$ cat config.mk
export PLATFORM = sky130hd
export DESIGN_NAME = mgf_window
export DESIGN_NICKNAME = d
export VERILOG_FILES = /design/src/design/mgf_pkg.sv /design/src/design/mgf_window.sv
export SDC_FILE = /design/constraint.sdc
export NUM_CORES = 1
export LEC_CHECK = 0
export CAP_MARGIN = 10
export CORE_AREA = 2 2 177 179
export CTS_CLUSTER_DIAMETER = 80
export CTS_CLUSTER_SIZE = 12
export DETAILED_ROUTE_END_ITERATION = 6
export DIE_AREA = 0 0 179 181
export DONT_BUFFER_PORTS = 1
export MAX_ROUTING_LAYER = met4
export PLACE_DENSITY = 0.62
export SYNTH_ARGS = -nofsm -noshare
export SYNTH_HDL_FRONTEND = slang
export SYNTH_SLANG_ARGS = --single-unit
export TNS_END_PERCENT = 50
$ cat constraint.sdc
create_clock -name clk -period 1.1 [get_ports clk]
set_input_delay 0.22 -clock clk [delete_from_list [all_inputs] [get_ports clk]]
set_output_delay 0.22 -clock clk [all_outputs]
set_load 0.005 [all_outputs]
$ cat src/design/mgf_pkg.sv
// Shared types, constants and helper functions for the morphological gradient filter.
// No dependencies; imported by every module of the block.
`default_nettype none

package mgf_pkg;

  localparam int PIX_W     = 8;
  localparam int WIN       = 7;
  localparam int HALF_MAX  = (WIN - 1) / 2;
  localparam int LINES     = WIN - 1;
  localparam int CELLS     = WIN * WIN;
  localparam int MAX_WIDTH = 2048;
  localparam int COL_W     = $clog2(MAX_WIDTH);
  localparam int DIM_W     = 12;
  localparam int HALF_W    = 2;
  localparam int FILL_W    = $clog2(HALF_MAX * MAX_WIDTH + HALF_MAX + 1);
  localparam int CFG_IDX_W = 3;

  typedef logic [PIX_W-1:0]                     pixel_t;
  typedef logic [LINES-1:0][PIX_W-1:0]          line_word_t;
  typedef logic [WIN-1:0][PIX_W-1:0]            rows_t;
  typedef logic [WIN-1:0][WIN-1:0][PIX_W-1:0]   window_t;
  typedef logic [CELLS-1:0]                     cells_t;

  typedef enum logic [CFG_IDX_W-1:0] {
    REG_WIDTH  = 3'd0,
    REG_HEIGHT = 3'd1,
    REG_HALF_W = 3'd2,
    REG_HALF_H = 3'd3,
    REG_MASK   = 3'd4
  } cfg_reg_t;

  localparam logic [DIM_W-1:0]  RST_WIDTH  = DIM_W'(640);
  localparam logic [DIM_W-1:0]  RST_HEIGHT = DIM_W'(480);
  localparam logic [HALF_W-1:0] RST_HALF   = HALF_W'(1);
  localparam cells_t            RST_MASK   = '1;
  localparam logic [DIM_W-1:0]  WIDTH_LIM  = DIM_W'(MAX_WIDTH);

  // window metadata that travels with a word
  typedef struct packed {
    logic interior;
    logic last;
  } meta_t;

  // pipeline load enables from the top-level control
  typedef struct packed {
    logic s2_load;
    logic out_load;
  } adv_t;

  function automatic logic [HALF_W-1:0] eff_half(input logic [HALF_W-1:0] h);
    return (int'(h) > HALF_MAX) ? HALF_W'(HALF_MAX) : h;
  endfunction

  // cell (r,c) holds the pixel r rows and c columns back from the newest one
  function automatic cells_t cell_select(input logic [HALF_W-1:0] hh,
                                         input logic [HALF_W-1:0] hw,
                                         input cells_t mask);
    cells_t sel;
    sel = '0;
    for (int r = 0; r < WIN; r++) begin
      for (int c = 0; c < WIN; c++) begin
        if (r <= 2 * int'(hh) && c <= 2 * int'(hw)) begin
          sel[r*WIN+c] = mask[(int'(hh) + HALF_MAX - r) * WIN + int'(hw) + HALF_MAX - c];
        end
      end
    end
    return sel;
  endfunction

endpackage

`default_nettype wire

$ cat src/design/mgf_window.sv
// 7x7 window of shift registers fed by the newest pixel and the line memory taps.
// Uses mgf_pkg.
`default_nettype none

module mgf_window (
  input  wire logic                clk,
  input  wire logic                shift_en,
  input  wire mgf_pkg::pixel_t     row0,
  input  wire mgf_pkg::line_word_t taps,
  output mgf_pkg::window_t         win
);
  import mgf_pkg::*;

  always_ff @(posedge clk) begin
    if (shift_en) begin
      for (int r = 0; r < WIN; r++) begin
        if (r == 0) begin
          win[r][0] <= row0;
        end else begin
          win[r][0] <= taps[r-1];
        end
        for (int c = 1; c < WIN; c++) begin
          win[r][c] <= win[r][c-1];
        end
      end
    end
  end

endmodule

`default_nettype wire

# --- Word-level counts from Yosys, hierarchy flattened ---
# Cells that the tools add are included.
classes:
  n_addsub: 0
  eq_ne: 0
  magnitude_cmp: 0
  mux: 0
  reduce_logical: 0
  n_mul: 0
  n_shift: 0
  bitwise: 0
  n_div: 0
totals:
  mem_bits_ro: 0
  latch_bits: 0
  wordCells: 49
  input_bits: 58
  regBits: 392
  out_inout_bits: 392
  n_memories: 0
  mem_bits_rw: 0

# --- Logic depth before layout (Yosys ltp) ---
logic_depth:
  ltp_word: 0
  ltp_mapped: 0
  ltp_nobuf: 0

# --- Worst setup path before layout ---
# Ideal clock, no wire load.
synth_timing:
  path_type: "register -> register"
  startpoint: "reg win[92] in the netlist's numbering"
  endpoint: "reg win[100] in the netlist's numbering, data pin"
  path_slack_ps: 452
  setup_ps: 278
  required_ps: 822
  t_arrival_ps: 369
  path_stages_with_launch: 1
  path_buffers: 0
  synth_period_minus_slack_ps: 648
  path_cell_list: "edfxtp_1"
synth_rtl:
  columns: ["item", "line_no", "source"]
  rows:
  - ["from (decl)", "mgf_window.sv:10", "output mgf_pkg::window_t win"]
  - ["from (signal, indexed assignment)", "mgf_window.sv:18", "win[r][0] <= row0;"]
  - ["from (signal, indexed assignment)", "mgf_window.sv:20", "win[r][0] <= taps[r-1];"]
  - ["from (signal, indexed assignment)", "mgf_window.sv:23", "win[r][c] <= win[r][c-1];"]
# No word-level cell between the ends.

# --- Worst setup path after layout ---
layout_timing:
  startpoint: "reg win[205] in the netlist's numbering"
  endpoint: "out win[205] in the netlist's numbering"
# No word-level cell between the ends.

==> results.md <==
- #MultiIn Comb: 0
- Inserted Clock Buffers: 38
- Global routing's busiest layer: met2
- Setup crit end kind: output pin
- Initial antenna violation count: 2
- RSZ-0062 raised after global routing: true
- Synthesis-stage register bit count: around 390
- Resized Gates After CTS: 0
- CP Class: flop to output pin
- Die Wd: 179 um
- Mapped Area: approximately 12000 um2
- Setup WS pre-CTS: 0.228 ns
- Die H: between 150 and 200 um
- Total GRT Usage: roughly 15%
- CP Max Fanout: 2
- Setup TNS: -16.99 ns
- Post-DRT Antenna Nets: 0
- Critical path depth in cells: 0
- Die area: 32400 um2
- Clock share of power: 37.6%
- Run status: finished, violations left
- Ant. Diodes: 0
- H-tree Lvls: 2
- First-pass GRT wire length: 32600 um
- Worst R2R Setup Slack: roughly 0.22 ns
- Leading cell type in the layout, fill and taps excluded: edfxtp_1
- M2 GR Usage: 24.0%
- Final setup vio count: 373
- Synth warn: 0
- Layout area overhead: 17.6%
- Worst endpoint data arrival time: roughly 1.1 ns
- Pre-antenna DRT Iters: 4
- FF+latch area: 11800 um2
- Cells after Synth: 392
- Worst r2r src: win[205]$_DFFE_PP_
- LEAKAGE: 4.57 nW
- Fillcell total: between 2000 and 2500
- Core area: 30300 um2
- CTS tree: yes
- DRC: 0
- M3 GR Usage: 4.42%
- DRT iter0 DRCs: slightly above 400
- Layout cells sized above 1: around 8.4%
- Internal power: roughly 24 mW
- Logic pwr share: less than 1%
- Ports: 450
- Critical Path Source: win[205]$_DFFE_PP_
- Final #Nets: 546
- Placed Instance Area: between 10000 and 15000 um2
- CTS root buf: clkbuf_16
- Sw Share: a little under a fifth
- Setup WS post-layout: -0.189 ns
- Syn_nets: 450
- Sequential area share after synthesis: 100%
- PortBufs: 0
- Number of clock sinks: ~390
- Fin util: between 40% and 50%
- Reg with most FFs: win
- Design Area, Final: around 14000 um2
- CP endpoint: win[205]
- CP Launch Type: flop
- Final period demand of the worst path: ~1.3 ns
- DR vias/cell: around 5.0
- Fmax: about 0.78 GHz
- Area of the multi-input gates: 0 um2
- Max-cap violations: 0
- Largest net degree at the start of global routing: 393
- Flop pwr share: 61.9%
- Worst min path class: primary input to flop
- Worst EP required: approximately 0.88 ns
- R2R depth: 0
- Worst Skew: between 0.01 and 0.015 ns
- Grt total ovfl: 0
- Met1 Usage GRT: 16.5%
- Max reg flops: a little under 400
- Clock Path Buffers: 3
- CTS clock-pin slew for the worst setup and hold paths: about 0.06 ns
- Worst R2R End: win[213]$_DFFE_PP_
- Final Cycle Share: 117%
- # rows: between 60 and 70
- Synth cell types: 1
- Post-Syn Area per Cell: roughly 30 um2
- Slew headroom: between 40 and 50%
- Largest regs: win x392
- WL/cell: around 27 um
- Vias in the first global route: around 4300
- Net Switching: about 5.6 mW
- Cts hold-fix bufs: between 50 and 60
- Violated checks: negative hold slack, negative setup slack
- Pwr per Cell Area: 2150 nW/um2
- Peak VDD IR: approximately 1300 uV
- Total Power: 29.8 mW
- Post-CTS setup buffers: 0
- Final WL: around 24000 um
- Initial Util: about two fifths
- Final hold vios: 94
- Max-slew violations: 0
- Worst-skew pair later-pin latency: 0.51 ns
- Most frequent cells in the layout: edfxtp_1 (392), dlygate4sd3_1 (56), clkbuf_16 (39), inv_6 (1), bufinv_16 (1)
- Detail Placement HPWL: roughly 16000 um
- Min Hold Slack: -0.154 ns
- Least-Margin Pin Slew: 0.893 ns
- Total number of vias: ~4400
- GPL Wtd Cong: between 0.8 and 0.9
[power by group through the flow]
stage               combinational, mW  clock, mW  sequential, mW
floorplan                           0          0            18.3
global placement                    0          0            18.7
detailed placement                  0          0            18.8
CTS                             0.161       11.5            18.5
global route                    0.175       12.1            18.5
finish                          0.164       11.2            18.4
[synthesized netlist by cell type, drive strengths merged]
cell    instances  area (um2)
edfxtp        392       11800
[how the worst min path moves through the flow]
stage	start	to	slack [ns]	depth (start not counted)
2_1_floorplan	row0[0]	win[0]$_DFFE_PP_	0.32	0
3_3_place_gp	taps[36]	win[284]$_DFFE_PP_	0.32	0
3_5_place_dp	taps[23]	win[175]$_DFFE_PP_	0.32	0
4_1_cts	shift_en	win[205]$_DFFE_PP_	-0.19	0
5_1_grt	shift_en	win[348]$_DFFE_PP_	-0.17	0
6_report	shift_en	win[205]$_DFFE_PP_	-0.15	0
[kinds of logic after synthesis]
| group | count (synthesis) | share of synthesized area, % |
|---|---|---|
| flip-flops | 392 | 100 |
[cell type report]
class | instances | share of cell area (%)
clock buffer | 39 | 7.05
clock inverter | 2 | 0.280
sequential | 392 | 85.0
tap | 396 | 3.58
timing repair buffer | 56 | 4.05
[stage by stage]
step                instances  hold slack (ns)
detailed placement        788            0.319
global route              885           -0.170
floorplan                 392            0.319
CTS                       885           -0.189
global placement          788            0.319
finish                    885           -0.154
[routing by layer]
metal | vias to the layer above | part of all wire [%]
met5 | - | 0
met4 | 0 | 2.9
met3 | 53 | 8.2
met2 | 265 | 53
met1 | 2326 | 36
li1 | 1777 | -
No activity file was read; power rests on OpenSTA's default activity.
